## config.mk

```make
export PLATFORM = sky130hd
export DESIGN_NAME = rgb555_sheared_preview_unpacker_core
export DESIGN_NICKNAME = d
export VERILOG_FILES = /design/src/hw/rtl/rgbsp_pkg.sv /design/src/hw/rtl/rgbsp_shift_div.sv /design/src/hw/rtl/rgb555_sheared_preview_unpacker_core.sv
export SDC_FILE = /design/constraint.sdc
export NUM_CORES = 1
export LEC_CHECK = 0
export ABC_AREA = 1
export ABC_CLOCK_PERIOD_IN_PS = 7000
export BUFFER_PORTS_ARGS = -buffer_cell sky130_fd_sc_hd__buf_4
export CAP_MARGIN = 25
export CORE_MARGIN = 2
export CORE_UTILIZATION = 40
export CTS_CLUSTER_DIAMETER = 50
export CTS_CLUSTER_SIZE = 30
export DETAILED_ROUTE_END_ITERATION = 6
export PLACE_DENSITY_LB_ADDON = 0.1
export REMOVE_ABC_BUFFERS = 1
export SLEW_MARGIN = 30
export SYNTH_ARGS = -nofsm -noshare
export SYNTH_HDL_FRONTEND = slang
export SYNTH_SLANG_ARGS = --single-unit
```

## constraint.sdc

```tcl
create_clock -name clk -period 7 [get_ports clk]
set_input_delay 0.7 -clock clk [delete_from_list [all_inputs] [get_ports clk]]
set_output_delay 0.7 -clock clk [all_outputs]
set_load 0.02 [all_outputs]
```

## src/hw/rtl/rgbsp_pkg.sv

```systemverilog
`timescale 1ns / 1ps

package rgbsp_pkg;

    // Field widths
    localparam int unsigned PIXEL_W  = 16;
    localparam int unsigned RGBA_W   = 32;
    localparam int unsigned SIDE_W   = 12;
    localparam int unsigned COLUMN_W = 13;
    localparam int unsigned CFG_IDX_W  = 2;
    localparam int unsigned CFG_DATA_W = 12;

    // Largest side the register field can hold
    localparam int unsigned SIDE_FIELD_MAX = 4095;
    localparam int unsigned MAX_SIDE_DEFAULT = 4095;

    // Register indexes
    localparam logic [CFG_IDX_W-1:0] REG_SIDE_LENGTH  = 2'd0;
    localparam logic [CFG_IDX_W-1:0] REG_SHEAR_FACTOR = 2'd1;

    // Register values after reset
    localparam logic [SIDE_W-1:0] SIDE_RESET  = 12'd64;
    localparam logic [SIDE_W-1:0] SHEAR_RESET = 12'd0;

    localparam logic [7:0] ALPHA_OPAQUE = 8'hFF;

    // Status of the shift divider
    typedef struct packed {
        logic busy;
        logic done;
    } div_status_t;

    // Widen a 5-bit channel to 8 bits and scale by 1.03, rounding down.
    // The divide by 100 is a multiply by 5243 / 2^19, exact over 0..25544.
    function automatic logic [7:0] scale_channel(input logic [4:0] c5);
        logic [14:0] scaled;
        logic [27:0] product;
        begin
            scaled  = 15'({c5, 3'b000}) * 15'd103;
            product = 28'(scaled) * 28'd5243;
            return product[26:19];
        end
    endfunction

endpackage

```

## src/hw/rtl/rgbsp_shift_div.sv

```systemverilog
`timescale 1ns / 1ps

module rgbsp_shift_div
(
    input  logic                               clk,
    input  logic                               rst_n,
    input  logic                               start,
    input  logic [rgbsp_pkg::COLUMN_W-1:0]     dividend,
    input  logic [rgbsp_pkg::SIDE_W-1:0]       divisor,
    output rgbsp_pkg::div_status_t             status,
    output logic [rgbsp_pkg::SIDE_W-1:0]       quotient
);
    import rgbsp_pkg::*;

    localparam int unsigned STEPS = COLUMN_W;
    localparam int unsigned CNT_W = $clog2(STEPS + 1);

    logic [SIDE_W-1:0]   rem_reg, rem_next;
    logic [COLUMN_W-1:0] quo_reg, quo_next;
    logic [SIDE_W-1:0]   div_reg, div_next;
    logic [CNT_W-1:0]    cnt_reg, cnt_next;
    logic                busy_reg, busy_next;
    logic                done_reg, done_next;

    logic [COLUMN_W-1:0] trial;
    logic                fits;
    logic [COLUMN_W-1:0] trial_sub;

    // One restoring step: bring down the next dividend bit, subtract if it fits
    always_comb
    begin
        trial     = {rem_reg, quo_reg[COLUMN_W-1]};
        fits      = trial >= {1'b0, div_reg};
        trial_sub = trial - {1'b0, div_reg};
    end

    always_comb
    begin
        rem_next  = rem_reg;
        quo_next  = quo_reg;
        div_next  = div_reg;
        cnt_next  = cnt_reg;
        busy_next = busy_reg;
        done_next = 1'b0;
        if (start)
        begin
            rem_next  = '0;
            quo_next  = dividend;
            div_next  = divisor;
            cnt_next  = CNT_W'(STEPS);
            busy_next = 1'b1;
        end
        else if (busy_reg)
        begin
            rem_next = fits ? trial_sub[SIDE_W-1:0] : trial[SIDE_W-1:0];
            quo_next = {quo_reg[COLUMN_W-2:0], fits};
            cnt_next = cnt_reg - CNT_W'(1);
            if (cnt_reg == CNT_W'(1))
            begin
                busy_next = 1'b0;
                done_next = 1'b1;
            end
        end
    end

    always_ff @(posedge clk or negedge rst_n)
    begin
        if (!rst_n)
        begin
            cnt_reg  <= '0;
            busy_reg <= 1'b0;
            done_reg <= 1'b0;
        end
        else
        begin
            cnt_reg  <= cnt_next;
            busy_reg <= busy_next;
            done_reg <= done_next;
        end
    end

    always_ff @(posedge clk)
    begin
        rem_reg <= rem_next;
        quo_reg <= quo_next;
        div_reg <= div_next;
    end

    assign status.busy = busy_reg;
    assign status.done = done_reg;
    // Quotient never exceeds the side, so the top bit is always clear
    assign quotient    = quo_reg[SIDE_W-1:0];

    property p_done_ends_busy;
        @(posedge clk) disable iff (!rst_n)
        done_reg |-> !busy_reg;
    endproperty
    a_done_ends_busy: assert property (p_done_ends_busy)
        else $error("divider done while still busy");

    property p_start_runs;
        @(posedge clk) disable iff (!rst_n)
        start |=> (busy_reg && cnt_reg == CNT_W'(STEPS));
    endproperty
    a_start_runs: assert property (p_start_runs)
        else $error("divider did not load on start");

    property p_count_bound;
        @(posedge clk) disable iff (!rst_n)
        busy_reg |-> (cnt_reg != '0);
    endproperty
    a_count_bound: assert property (p_count_bound)
        else $error("divider busy with empty step count");

endmodule

```

## src/hw/rtl/rgb555_sheared_preview_unpacker_core.sv

```systemverilog
`timescale 1ns / 1ps

// Converts RGB555 pixels of a square image, row-major, into RGBA8888 words
// (each channel widened to 8 bits and scaled by 1.03, alpha 0xFF) tagged with
// the row, the sheared column and a flag on the last pixel of the frame. One
// pixel is taken per clock and its result appears in the output register in
// the next cycle; a stalled output still lets a pixel in whenever that
// register is being emptied in the same cycle. Writing either register
// restarts the frame: the starting shift ceil(side/shear) comes from a
// bit-serial divider that holds in_ready low after the write while it loads,
// runs its 13 steps and stores the quotient; with shear 0 only the restart
// holds it. Results leave strictly in input order.
module rgb555_sheared_preview_unpacker_core
#(
    parameter int unsigned MAX_SIDE = rgbsp_pkg::MAX_SIDE_DEFAULT
)
(
    input  logic                               clk,
    input  logic                               rst_n,
    input  logic                               in_valid,
    output logic                               in_ready,
    input  logic [rgbsp_pkg::PIXEL_W-1:0]      pixel_word,
    output logic                               out_valid,
    input  logic                               out_ready,
    output logic [rgbsp_pkg::RGBA_W-1:0]       rgba_value,
    output logic [rgbsp_pkg::SIDE_W-1:0]       row_index,
    output logic [rgbsp_pkg::COLUMN_W-1:0]     column_index,
    output logic                               frame_end,
    input  logic                               cfg_write,
    input  logic [rgbsp_pkg::CFG_IDX_W-1:0]    cfg_index,
    input  logic [rgbsp_pkg::CFG_DATA_W-1:0]   cfg_data
);
    import rgbsp_pkg::*;

    localparam int unsigned CAP_INT = (MAX_SIDE > SIDE_FIELD_MAX) ? SIDE_FIELD_MAX : MAX_SIDE;
    localparam logic [SIDE_W-1:0] SIDE_CAP = SIDE_W'(CAP_INT);

    // Configuration and frame state
    logic [SIDE_W-1:0] side_reg, side_next;
    logic [SIDE_W-1:0] shear_reg, shear_next;
    logic              restart_reg, restart_next;
    logic [SIDE_W-1:0] col_reg, col_next;
    logic [SIDE_W-1:0] row_reg, row_next;
    logic [SIDE_W-1:0] cd_reg, cd_next;
    logic [SIDE_W-1:0] shift_reg, shift_next;
    logic [SIDE_W-1:0] init_shift_reg, init_shift_next;

    // Output register
    logic                out_valid_reg, out_valid_next;
    logic [RGBA_W-1:0]   rgba_reg;
    logic [SIDE_W-1:0]   row_out_reg;
    logic [COLUMN_W-1:0] col_out_reg;
    logic                end_out_reg;

    logic [SIDE_W-1:0]   side_eff;
    logic                shear_on;
    logic [SIDE_W-1:0]   cd_reload;
    logic [COLUMN_W-1:0] div_dividend;
    div_status_t         div_status;
    logic [SIDE_W-1:0]   div_quotient;
    logic                div_start;
    logic                busy;
    logic                in_fire;

    logic [SIDE_W-1:0]   cd_dec;
    logic [SIDE_W-1:0]   cd_item;
    logic [SIDE_W-1:0]   shift_item;
    logic [COLUMN_W-1:0] col_sum;
    logic                col_wrap;
    logic                row_wrap;
    logic                last_pixel;
    logic [RGBA_W-1:0]   rgba_item;

    // Effective side: zero reads as one, capped at the maximum
    always_comb
    begin
        side_eff = (side_reg == '0) ? SIDE_W'(1) : side_reg;
        if (side_eff > SIDE_CAP)
        begin
            side_eff = SIDE_CAP;
        end
    end

    assign shear_on     = shear_reg != '0;
    assign cd_reload    = shear_on ? shear_reg : side_eff;
    assign div_dividend = {1'b0, side_eff} + {1'b0, shear_reg} - COLUMN_W'(1);
    assign div_start    = restart_reg && shear_on;

    rgbsp_shift_div u_shift_div
    (
        .clk      (clk),
        .rst_n    (rst_n),
        .start    (div_start),
        .dividend (div_dividend),
        .divisor  (shear_reg),
        .status   (div_status),
        .quotient (div_quotient)
    );

    // Hold requests off while the starting shift is being derived
    assign busy     = restart_reg || div_status.busy || div_status.done;
    assign in_ready = !busy && (!out_valid_reg || out_ready);
    assign in_fire  = in_valid && in_ready;

    // Countdown step at the start of each row, then the column and frame test
    always_comb
    begin
        cd_dec     = cd_reg - SIDE_W'(1);
        cd_item    = cd_reg;
        shift_item = shift_reg;
        if ((col_reg == '0) && shear_on)
        begin
            if (cd_dec == '0)
            begin
                cd_item = shear_reg;
                if (shift_reg != '0)
                begin
                    shift_item = shift_reg - SIDE_W'(1);
                end
            end
            else
            begin
                cd_item = cd_dec;
            end
        end
        col_sum    = {1'b0, col_reg} + {1'b0, shift_item};
        col_wrap   = ({1'b0, col_reg} + COLUMN_W'(1)) >= {1'b0, side_eff};
        row_wrap   = ({1'b0, row_reg} + COLUMN_W'(1)) >= {1'b0, side_eff};
        last_pixel = col_wrap && row_wrap;
        rgba_item  = {scale_channel(pixel_word[14:10]), scale_channel(pixel_word[9:5]),
                      scale_channel(pixel_word[4:0]), ALPHA_OPAQUE};
    end

    // Register writes, frame restart and counter advance
    always_comb
    begin
        side_next       = side_reg;
        shear_next      = shear_reg;
        restart_next    = 1'b0;
        col_next        = col_reg;
        row_next        = row_reg;
        cd_next         = cd_reg;
        shift_next      = shift_reg;
        init_shift_next = init_shift_reg;

        if (cfg_write)
        begin
            case (cfg_index)
                REG_SIDE_LENGTH:
                begin
                    side_next    = cfg_data;
                    restart_next = 1'b1;
                end
                REG_SHEAR_FACTOR:
                begin
                    shear_next   = cfg_data;
                    restart_next = 1'b1;
                end
                default:
                begin
                    restart_next = 1'b0;
                end
            endcase
        end

        if (restart_reg)
        begin
            col_next = '0;
            row_next = '0;
            cd_next  = cd_reload;
            if (!shear_on)
            begin
                shift_next      = '0;
                init_shift_next = '0;
            end
        end
        else if (div_status.done && shear_on)
        begin
            // Store the quotient as the starting shift; one left over from before shearing was switched off is dropped
            shift_next      = div_quotient;
            init_shift_next = div_quotient;
        end
        else if (in_fire)
        begin
            if (last_pixel)
            begin
                col_next   = '0;
                row_next   = '0;
                cd_next    = cd_reload;
                shift_next = init_shift_reg;
            end
            else
            begin
                cd_next    = cd_item;
                shift_next = shift_item;
                if (col_wrap)
                begin
                    col_next = '0;
                    row_next = row_reg + SIDE_W'(1);
                end
                else
                begin
                    col_next = col_reg + SIDE_W'(1);
                end
            end
        end
    end

    // Output register: load on accept, drop once taken
    always_comb
    begin
        out_valid_next = out_valid_reg;
        if (in_fire)
        begin
            out_valid_next = 1'b1;
        end
        else if (out_ready)
        begin
            out_valid_next = 1'b0;
        end
    end

    always_ff @(posedge clk or negedge rst_n)
    begin
        if (!rst_n)
        begin
            side_reg       <= SIDE_RESET;
            shear_reg      <= SHEAR_RESET;
            restart_reg    <= 1'b0;
            col_reg        <= '0;
            row_reg        <= '0;
            cd_reg         <= SIDE_RESET;
            shift_reg      <= '0;
            init_shift_reg <= '0;
            out_valid_reg  <= 1'b0;
        end
        else
        begin
            side_reg       <= side_next;
            shear_reg      <= shear_next;
            restart_reg    <= restart_next;
            col_reg        <= col_next;
            row_reg        <= row_next;
            cd_reg         <= cd_next;
            shift_reg      <= shift_next;
            init_shift_reg <= init_shift_next;
            out_valid_reg  <= out_valid_next;
        end
    end

    // Capture the result payload
    always_ff @(posedge clk)
    begin
        if (in_fire)
        begin
            rgba_reg    <= rgba_item;
            row_out_reg <= row_reg;
            col_out_reg <= col_sum;
            end_out_reg <= last_pixel;
        end
    end

    assign out_valid    = out_valid_reg;
    assign rgba_value   = rgba_reg;
    assign row_index    = row_out_reg;
    assign column_index = col_out_reg;
    assign frame_end    = end_out_reg;

    property p_last_restarts;
        @(posedge clk) disable iff (!rst_n)
        (in_fire && last_pixel) |=> (col_reg == '0 && row_reg == '0);
    endproperty
    a_last_restarts: assert property (p_last_restarts)
        else $error("counters not cleared after frame end");

    property p_col_in_frame;
        @(posedge clk) disable iff (!rst_n)
        !restart_reg |-> (col_reg < side_eff && row_reg < side_eff);
    endproperty
    a_col_in_frame: assert property (p_col_in_frame)
        else $error("pixel counter outside the frame");

    property p_no_accept_while_deriving;
        @(posedge clk) disable iff (!rst_n)
        (div_status.busy || restart_reg) |-> !in_fire;
    endproperty
    a_no_accept_while_deriving: assert property (p_no_accept_while_deriving)
        else $error("request accepted while the shift is being derived");

    property p_shift_bounded;
        @(posedge clk) disable iff (!rst_n)
        !busy |-> (shift_reg <= init_shift_reg);
    endproperty
    a_shift_bounded: assert property (p_shift_bounded)
        else $error("row shift above its starting value");

endmodule
```

# --- Word level (Yosys, flattened, before mapping) ---
# Index checks and enable logic that the tools add are counted.
classes:
  n_mux: 44
  eq_ne: 4
  n_addsub: 11
  n_reduce_logical: 32
  mul: 6
  order_cmp: 4
ops:
  columns: ["op", "n"]
  rows:
  - ["12-bit two-way mux", 30]
  - ["12-bit by 13-bit multiplier with 24-bit output (second input constant)", 3]
  - ["13-bit by 12-bit >= comparator with 1-bit output", 3]
  - ["12-bit logical NOT", 3]
  - ["5-bit by 7-bit multiplier with 12-bit output (second input constant)", 3]
  - ["12-bit by 1-bit adder with 13-bit output (second input constant)", 2]
  - ["12-bit by 12-bit adder with 13-bit output", 2]
  - ["13-bit two-way mux", 2]
  - ["12-bit by 1-bit adder with 12-bit output (second input constant)", 2]
  - ["12-bit nonzero test", 2]
  - ["12-bit by 1-bit subtractor with 12-bit output (second input constant)", 2]
  - ["13-bit by 1-bit subtractor with 13-bit output (second input constant)", 1]
  - ["12-bit > comparator (second input constant)", 1]
  - ["12-bit subtractor", 1]
  - ["1-bit two-way mux", 10]
  - ["2-bit AND reduction", 5]
  - ["3-bit nonzero test", 3]
  - ["4-bit two-way mux", 2]
  - ["2-bit nonzero test", 4]
  - ["1-bit logical AND", 6]
  - ["3-bit AND reduction", 2]
  - ["4-bit by 1-bit equality test with 1-bit output (second input constant)", 1]
  - ["2-bit inequality test (second input constant)", 2]
  - ["4-bit by 1-bit subtractor with 4-bit output (second input constant)", 1]
  - ["5 further kinds", 8]
totals:
  in_bits: 35
  word_cells: 120
  out_inout_bits: 60
  regBits: 179

# --- Depth between registers and ports, before layout ---
# Gate-level depths: netlist of run 1.
logic_depth:
  word_depth: 10
  ltp_mapped: 33
  ltp_nobuf: 33

# --- Hierarchy ---
# Synthesis of run 1 repeated with hierarchy kept, for this count alone.
hier_totals:
  cells_unflattened: 2718
  area_unflattened_um2: 21947.3
by_module_without_submodules:
  columns: ["module", "instances", "area_per_inst_um2", "cells_per_inst", "seq_area_each_um2"]
  rows:
  - ["rgb555_sheared_preview_unpacker_core", 1, 19257.2, 2370, 3656.0]
  - ["rgbsp_shift_div", 1, 2690.1, 348, 1141.1]

# --- Least setup slack after synthesis of run 1 ---
# OpenSTA, ideal clock, no wires.
synth_path:
  path_kind: "input to register"
  start: "in pixel_word[2] in the netlist's numbering"
  end: "reg rgba_reg[14] (netlist: rgba_value[14]) (data pin)"
  n_path_buf: 0
  stages: 26
  setup_ns: 0.262
  t_arrival_ns: 6.945
  t_required_ns: 6.738
  path_slack_ns: -0.207
  path_cell_list: "fa_1 -> ha_1 -> fa_1 -> ha_1 -> nand2_1 -> o21ai_0 -> a21oi_1 -> o21ai_0 -> xor2_1 -> inv_1 -> fa_1 -> inv_1 -> fa_1 -> inv_1 -> fa_1 -> inv_1 -> fa_1 -> inv_1 -> fa_1 -> ha_1 -> nand2_1 -> nor4_1 -> nand3_1 -> nand3_1 -> a21oi_1 -> xor2_1"
synth_between:
  elab_chain_cells: 2
synth_rtl:
  columns: ["element", "line", "rtl"]
  rows:
  - ["start: declaration", "rgb555_sheared_preview_unpacker_core.sv:22", "input logic [rgbsp_pkg::PIXEL_W-1:0] pixel_word,"]
  - ["5-bit by 7-bit multiplier with 12-bit output", "rgbsp_pkg.sv:39", "scaled = 15'({c5, 3'b000}) * 15'd103;"]
  - ["12-bit by 13-bit multiplier with 24-bit output", "rgbsp_pkg.sv:40", "product = 28'(scaled) * 28'd5243;"]
  - ["via rgba_item[14]", "rgb555_sheared_preview_unpacker_core.sv:72", "logic [RGBA_W-1:0] rgba_item;"]
  - ["end signal: assignment", "rgb555_sheared_preview_unpacker_core.sv:256", "rgba_reg <= rgba_item;"]
  - ["end: declaration", "rgb555_sheared_preview_unpacker_core.sv:50", "logic [RGBA_W-1:0] rgba_reg;"]
# The timed path passes the listed nets, and every way through them passes these cells.
# A chain may end at the register's enable or synchronous reset.

# --- Worst setup path after layout of run 1 ---
layout_path:
  start: "in pixel_word[14] in the netlist's numbering"
  end: "reg rgba_reg[29] (netlist: rgba_value[29]) (data pin)"
# The elaborated chain is that of the path after synthesis.

==> impl_metrics.yaml, run 1 <==
setup_path:
  worstPathRequired_ns: 7.21
  crit_top_cell: "fa_1"
  crit_slowest_cell: "fa_2"
  crit_path_end_kind: "flip-flop"
  cp_max_fo: 4
  path_class: "in2reg"
  cpPeakStageDelay_ns: 0.61
  start_kind: "input port"
  arrival_ns: 7.09
layout:
  synthToLayoutAreaGrowth_pct: 21.0
  fin_area_um2: 26500
  drive_gt1_share_pct: 18.5
  fillCellCount: 5173
  nNetsFinal: 3574
  diodes: 0
  multi_input_area_um2: 15400
  finalNonFillerCells: 3724
  largest_reg_flops: 24
  seq_area_um2: 4800
yosys:
  synthFlopType: "dfrtp_1"
  synth_area_um2: 21900
  syn_avg_cell_area_um2: 8.12
  synth_top_area_share_pct: 21.4
  yosysSeqAreaShare_pct: 21.9
  synthTopCellsByArea: "ha_1 21%, fa_1 14%, inv_1 10%"
  syn-instance-count: 2695
  ys_async_sr_fraction_pct: 51.4
  synth-seq-cells: 179
  synth_edf_count: 75
  synth_top_area_cell: "ha_1"
  yosysWarningCount: 0
  ys_types: 54
detailed_routing:
  drc_errors: 0
  drtAntennaViolNets: 0
  vias: 18100
  dr.first_iter.drc_count: 784
  post_drt_wl_per_cell_um: 15.0
  routed_wl_um: 55700
  drtPass1Iterations: 5
  via_per_inst: 4.86
place:
  dp.cells: 3682
  place_congestion: 0.871
  placed_area_um2: 25000
  dp_hpwl_um: 46300
  port_buffers: 85
floorplan:
  core_area_um2: 53900
  num_rows: 85
  dieArea_um2: 56600
  initial_core_util_pct: 40.6
  die_y_um: 238
  fp.dieW_um: 238
  num_io_pins: 95
clocking:
  cts_tree: "done"
  cts_buffers: 17
  clk_pin_slew_ns: 0.08
  root_buffer: "clkbuf_16"
  cts.sinks: 179
  holdBufCountCts: 0
  clockBufferDepth: 2
  htreeDepth: 4
  worstSkewPairLatency_ns: 0.46
sta:
  worstMarginPinSlew_ns: 0.913
  setup_viol: 0
  hold_viol: 0
  slew_headroom_pct: 38.9
  fmax_mhz: 145
  skew_ns: 0.0138
  rsz0062_at_grt: "true"
  layout_min_cycle_time_ns: 6.87
  finalCritPeriodShare_pct: 98.2
  slew_viol_final: 0
grt:
  first_global_vias: 18800
  antenna_found_initial: 0
  grt_overflow_total: 0
  grt_usage_pct: 20.3
  grt_max_degree: 53
  grt_pass1_wl_um: 93100
job:
  cap_violations: 0
min_path:
  hold_class: "in2async"
outcome:
  status: "completed"
## cell families (layout without fill, tap and decap cells)
kind of cell | after synthesis | after routing | share of synthesized area [%]
and+or+nand+nor | 847 | 847 | 17.3
buffers and inverters | 653 | 979 | 11.6
adders and majority gates | 524 | 524 | 35.1
AOI/OAI and AO/OA | 387 | 387 | 9.86
DFF | 179 | 179 | 21.9
xor gates and xnor gates | 104 | 104 | 4.22
other | 1 | 8 | 0.0171
## layout make-up
class / count / share of cell area [%]
timing repair buffer: 335 / 9.58
clock inverter: 15 / 0.529
multi-input combinational: 1870 / 58.2
sequential: 179 / 18.1
clock buffer: 17 / 1.61
inverter: 612 / 8.68
tap: 696 / 3.29
## path summary, 6_finish.rpt
path,endpoint,slack [ns],depth (start not counted),from
worst max-delay path,rgba_value[29]$_DFFE_PP_,0.13,27,pixel_word[14]
worst min-delay path,side_reg[3]$_DFFE_PN0P_,0.25,1,rst_n
worst max register to register,row_reg[1]$_DFFE_PN0P_,2.46,17,row_reg[0]$_DFFE_PN0P_
worst min register to register,u_shift_div.rem_reg[11]$_SDFFE_PP0P_,0.48,2,u_shift_div.rem_reg[11]$_SDFFE_PP0P_
max in group asynchronous,col_reg[1]$_DFFE_PN0P_,5.68,2,rst_n
min in group clk,restart_reg$_DFF_PN0_,0.43,2,cfg_index[1]
## cells in the final DEF, fill, tap and decap left out, types with 5 or more instances in the layout
cell	count
dfxtp_1	12
o31ai_1	5
fa_1	146
nand3_1	132
ha_4	33
clkbuf_16	17
xor2_2	5
inv_2	18
o21ai_0	112
o21ai_2	6
xnor2_1	26
nand4_1	36
a21oi_2	23
nand2_2	23
a21o_1	7
o211ai_1	15
dfrtp_1	90
o21a_1	10
nand3_2	7
or2_2	12
conb_1	8
a21boi_0	13
a21oi_1	121
nor2_1	126
xor2_1	71
edfxtp_1	75
nor2_2	11
nand2_1	441
o22ai_1	24
nand2_4	14
ha_1	337
o21ai_1	22
buf_4	330
nor3_1	20
inv_1	590
o21bai_1	11
## Yosys cell counts, types with 5 or more instances
master,instances
inv_1,604
nand2_1,449
ha_1,374
fa_1,150
a21oi_1,148
nand3_1,136
nor2_1,131
o21ai_0,129
dfrtp_1,90
xor2_1,77
edfxtp_1,75
nand4_1,36
xnor2_1,26
nor3_1,25
o22ai_1,24
clkbuf_1,16
nand2_2,16
o211ai_1,15
a21boi_0,13
nand2_4,13
or2_2,13
dfxtp_1,12
o21bai_1,12
buf_2,11
buf_4,10
o21a_1,10
o21ai_1,10
a21o_1,7
nor4_1,7
nor2_2,6
o31ai_1,6
a31oi_1,5
inv_2,5
## worst max-delay path, delay by kind of cell
kind                       cells  cell delay [ns]
xor gates and xnor gates       2             0.38
AOI/OAI and AO/OA              8             1.05
and+or+nand+nor                1             0.13
adders and majority gates     10             4.33
buffers and inverters          6             0.48
## per-layer routing
layer	global-route usage, %	wire (µm)
met1	27.6	26900
met2	34.1	25900
met3	2.63	1680
met4	5.36	1200
met5	0	0
## metrics by stage
| step | setup WS, ns | utilization (%) | hold slack, ns | setup TNS (ns) |
|---|---|---|---|---|
| after global placement | -0.609 | 46.4 | 0.458 | -10.31 |
| final | 0.125 | 49.1 | 0.255 | 0 |
| after floorplan | -0.207 | - | 0.404 | -1.14 |
| after detailed placement | -0.616 | 46.4 | 0.463 | -11.65 |
| after global routing | -0.0748 | 49.1 | 0.285 | -0.172 |
| after CTS | 0.00161 | 47.6 | 0.264 | 0 |
## what timing repair did
action	in CTS	in global routing
endpoints found under the setup margin	14	24
pin swaps	7	91
buffers inserted	2	9
resized for setup	23	138
Power of run 1 is not shown: default switching activity piles up to over one toggle a cycle in this logic, so the estimate is an artifact.
==> run 2, diff against run 1 <==
SYNTH_HIERARCHICAL = 1   (was default)
==> impl_metrics.yaml, run 2 <==
clocking:
  worstSkewPairLatency_ns: 0.50
  cts_tree: "done"
  clk_pin_slew_ns: 0.09
  clockBufferDepth: 2
  htreeDepth: 4
  cts.sinks: 179
  cts_buffers: 17
  holdBufCountCts: 0
  root_buffer: "clkbuf_16"
setup_path:
  cp_max_fo: 4
  start_kind: "input port"
  worst_r2r_endpoint: "column_index[12]$_DFFE_PP_"
  worstPathRequired_ns: 7.25
  reg2reg_depth: 23
  crit_top_cell: "fa_1"
  r2r-start: "cd_reg[1]$_DFFE_PN0P_"
  cpPeakStageDelay_ns: 0.59
  arrival_ns: 7.33
  crit_path_end_kind: "flip-flop"
  crit_slowest_cell: "fa_1"
  path_class: "in2reg"
  reg2reg_slack_ns: 2.85
yosys:
  synth-simple-area-share_pct: 17.4
  synth-seq-cells: 179
  synth_top_area_share_pct: 21.5
  synth_commonest_cells: "628 x inv_1, 492 x nand2_1, 378 x ha_1"
  synth_top_family_by_area: "adder cells"
  yosysSeqAreaShare_pct: 21.9
  synth.most_common_cell: "inv_1"
  synthTopCellsByArea: "ha_1 22%, fa_1 14%, inv_1 11%"
  synth_area_um2: 21900
  synth_xor_area_share_pct: 4.13
  synth_adder_area_share_pct: 35.1
  synth_edf_count: 75
  ys_types: 58
  syn-instance-count: 2718
  synth_top_area_cell: "ha_1"
  synth-compound-area-share_pct: 8.97
  syn_avg_cell_area_um2: 8.07
  synthMuxAreaShare_pct: 0
  ys_async_sr_fraction_pct: 51.4
  synthFlopType: "dfrtp_1"
  yosysWarningCount: 6
grt:
  antenna_found_initial: 0
  grt_overflow_total: 0
  grt_usage_pct: 20.1
  grt_pass1_wl_um: 91400
  grt_max_degree: 52
  first_global_vias: 18200
sta:
  skew_ns: 0.0148
  setup_ws_ns: -0.0771
  worstMarginPinSlew_ns: 0.823
  finalCritPeriodShare_pct: 101
  hold_slack_ns: 0.197
  layout_min_cycle_time_ns: 7.08
  hold_viol: 0
  slew_viol_final: 0
  timing.setup.tns_ns: -0.107
  setup_viol: 3
  rsz0062_at_grt: "true"
  slew_headroom_pct: 45.0
  fmax_mhz: 141
detailed_routing:
  post_drt_wl_per_cell_um: 14.6
  via_per_inst: 4.84
  drtAntennaViolNets: 0
  drc_errors: 0
  dr.first_iter.drc_count: 718
  vias: 18200
  drtPass1Iterations: 5
  routed_wl_um: 54900
min_path:
  hold_class: "in2async"
layout:
  fin_area_um2: 26900
  largest_reg_flops: 24
  final_common_cell: "inv_1"
  drive_gt1_share_pct: 21.4
  synthToLayoutAreaGrowth_pct: 22.8
  utilization_pct: 49.9
  diodes: 0
  nNetsFinal: 3619
  mostFrequentLayoutCells: "587 x inv_1, 471 x nand2_1, 354 x buf_4"
floorplan:
  initial_core_util_pct: 40.6
  fp.dieW_um: 238
  dieArea_um2: 56800
  num_rows: 85
  core_area_um2: 54000
  die_y_um: 238
  num_io_pins: 95
place:
  port_buffers: 85
  dp_hpwl_um: 44900
  placed_area_um2: 25000
  place_congestion: 0.885
outcome:
  violations: "setup timing"
  status: "finished, violations left"
job:
  cap_violations: 0
run 2: changes by cell type in the layout (fill, tap and decap cells not counted), moves of 12 or more:
cell | previous run | this run
inv_2 | 18 | 49
nor2_2 | 11 | 23
nand3_1 | 132 | 103
buf_4 | 330 | 354
o211ai_1 | 15 | 3
nand2_1 | 441 | 471
a21oi_1 | 121 | 94
o21ai_0 | 112 | 100
run 2: logic make-up after synthesis:
kind of cell	after synthesis
AO/OA/AOI/OAI	347
flip-flops	179
AND/OR/NAND/NOR	869
buffers and inverters	693
XOR/XNOR	102
other	1
adder cells (fa/ha/maj)	527
run 2: worst max-delay path by stage:
stage	startpoint	endpoint	slack, ns
6_report	pixel_word[4]	rgba_value[15]$_DFFE_PP_	-0.08
5_1_grt	pixel_word[4]	rgba_value[15]$_DFFE_PP_	-0.34
4_1_cts	pixel_word[2]	rgba_value[15]$_DFFE_PP_	-0.005
3_5_place_dp	pixel_word[7]	rgba_value[23]$_DFFE_PP_	-0.81
3_3_place_gp	pixel_word[2]	rgba_value[15]$_DFFE_PP_	-0.76
2_1_floorplan	pixel_word[2]	rgba_value[15]$_DFFE_PP_	-0.48
run 2: repair_timing:
action | 4_1_cts | 5_1_grt
setup buffers | 14 | 23
resized for setup | 70 | 156
pin swaps | 68 | 124
endpoints found under the setup margin | 21 | 24
run 2: critical path, delay by kind of cell:
family          cells  cell delay [ns]
buf+inv             6             0.45
xor+xnor            1             0.21
compound gates      9             1.22
simple gates        5             0.40
fa+ha+maj          11             4.32
run 2: final cells by class:
type / count / area [µm²]
fill: 5209 / 27100
multi-input combinational: 1853 / 15400
sequential: 179 / 4800
timing repair buffer: 365 / 2790
inverter: 641 / 2420
tap: 696 / 871
clock buffer: 17 / 425
clock inverter: 15 / 240
run 2: per-layer routing:
| layer | GRT usage (%) | wire length (µm) | vias to the layer above |
|---|---|---|---|
| met1 | 27.2 | 26400 | 8647 |
| li1 | - | - | 9303 |
| met4 | 5.64 | 983 | 0 |
| met2 | 33.6 | 26200 | 218 |
| met5 | 0 | 0 | - |
| met3 | 2.61 | 1390 | 56 |
run 2: stage by stage:
stage	setup slack, ns	std cells
floorplan	-0.482	2673
global placement	-0.757	3699
detailed placement	-0.808	3699
CTS	-0.00546	3745
global route	-0.338	3766
finish	-0.0771	3766
Power of run 2 is left out for the same reason.
==> run 3, diff against run 2 <==
CORE_UTILIZATION = 55   (was 40)
REMOVE_ABC_BUFFERS = default   (was 1)
==> impl_metrics.yaml, run 3 (synthesized netlist as in run 2, its figures left out) <==
floorplan:
  num_rows: 73
  initial_core_util_pct: 55.5
  dieArea_um2: 41500
  fp.dieW_um: 204
  num_io_pins: 95
  core_area_um2: 39500
  die_y_um: 204
place:
  dp_hpwl_um: 42100
  place_congestion: 0.925
  pre_cts_slack_ns: -0.674
  dp.cells: 3492
  port_buffers: 85
clocking:
  clockBufferDepth: 2
  root_buffer: "clkbuf_16"
  cts_tree: "done"
  cts_buffers: 17
  clk_pin_slew_ns: 0.08
  holdBufCountCts: 0
  worstSkewPairLatency_ns: 0.45
  htreeDepth: 4
  cts.sinks: 179
job:
  cap_violations: 0
layout:
  largest_reg_flops: 24
  final_common_cell: "inv_1"
  synthToLayoutAreaGrowth_pct: 19.3
  finalNonFillerCells: 3548
  nNetsFinal: 3572
  drive_gt1_share_pct: 19.3
  mostFrequentLayoutCells: "599 x inv_1, 472 x nand2_1, 342 x ha_1"
  diodes: 0
  fillCellCount: 3349
  seq_area_um2: 4800
  multi_input_area_um2: 15300
grt:
  first_global_vias: 18200
  grt_pass1_wl_um: 86000
  grt_overflow_total: 0
  grt_max_degree: 63
  antenna_found_initial: 0
  grt_usage_pct: 25.5
sta:
  slew_headroom_pct: 42.7
  skew_ns: 0.0160
  setup_ws_ns: -0.0330
  hold_viol: 0
  rsz0062_at_grt: "true"
  layout_min_cycle_time_ns: 7.03
  finalCritPeriodShare_pct: 100
  slew_viol_final: 0
  worstMarginPinSlew_ns: 0.860
  setup_viol: 2
  fmax_mhz: 142
detailed_routing:
  drtAntennaViolNets: 0
  dr.first_iter.drc_count: 994
  vias: 18200
  drc_errors: 0
  via_per_inst: 5.13
  drtPass1Iterations: 6
  post_drt_wl_per_cell_um: 14.6
  routed_wl_um: 51600
setup_path:
  worst_r2r_endpoint: "column_index[12]$_DFFE_PP_"
  path_class: "in2reg"
  cp_max_fo: 4
  crit_slowest_cell: "fa_1"
  crit_top_cell: "fa_1"
  reg2reg_slack_ns: 2.64
  crit_path_end_kind: "flip-flop"
  worstPathRequired_ns: 7.20
  reg2reg_depth: 19
  start_kind: "input port"
  r2r-start: "cd_reg[1]$_DFFE_PN0P_"
  arrival_ns: 7.24
  cpPeakStageDelay_ns: 0.55
min_path:
  hold_class: "in2async"
outcome:
  violations: "setup timing"
  status: "finished, violations left"
-- run 3: repair_timing --
item                                    4_1_cts  5_1_grt
pin swaps                                    15       72
resized for setup                            11       93
endpoints found under the setup margin        7       24
setup buffers                                 5       19
-- run 3: worst max-delay path: cells and delay by family --
family / cells / cell delay (ns)
buffers and inverters: 7 / 0.58
adder cells (fa/ha/maj): 11 / 4.15
XOR/XNOR: 2 / 0.42
AO/OA/AOI/OAI: 6 / 0.74
AND/OR/NAND/NOR: 5 / 0.65
-- run 3: how the worst max path moves through the flow --
stage                  startpoint                       end  slack (ns)  cells past startpoint
finish              pixel_word[4]  rgba_value[11]$_DFFE_PP_       -0.03                     31
global route        pixel_word[4]  rgba_value[15]$_DFFE_PP_       -0.38                     32
CTS                 pixel_word[4]  rgba_value[15]$_DFFE_PP_      -0.004                     33
detailed placement  pixel_word[4]  rgba_value[15]$_DFFE_PP_       -0.67                     33
global placement    pixel_word[4]  rgba_value[15]$_DFFE_PP_       -0.53                     33
floorplan           pixel_word[4]  rgba_value[15]$_DFFE_PP_       -0.24                     32
-- run 3: routing by layer --
metal / track usage (%) / wire [µm] / vias to the layer above / share of wire (%)
met2: 43.0 / 24700 / 385 / 48
met1: 34.9 / 23900 / 8563 / 46
met3: 2.19 / 1860 / 67 / 3.6
met4: 7.61 / 1170 / 0 / 2.3
met5: 0 / 0 / - / 0
li1: - / - / 9201 / -
-- run 3: area by class of cell --
class	instances	area share, %
Tap cell	525	2.51
Timing Repair Buffer	318	9.25
Clock buffer	18	1.68
Multi-Input combinational cell	1853	58.4
Sequential cell	179	18.3
Inverter	641	9.25
Clock inverter	14	0.616
-- run 3: through the flow --
step                       TNS, ns  utilization (%)  hold WS [ns]  cell area (µm²)
after floorplan             -0.418                -         0.404            22400
after global placement       -7.55             63.0         0.461            24900
after detailed placement     -9.82             63.0         0.461            24900
after CTS                 -0.00407             64.7         0.180            25600
after global routing         -1.96             66.2         0.200            26200
final                      -0.0558             66.2         0.176            26200
Power of run 3 is left out for the same reason.
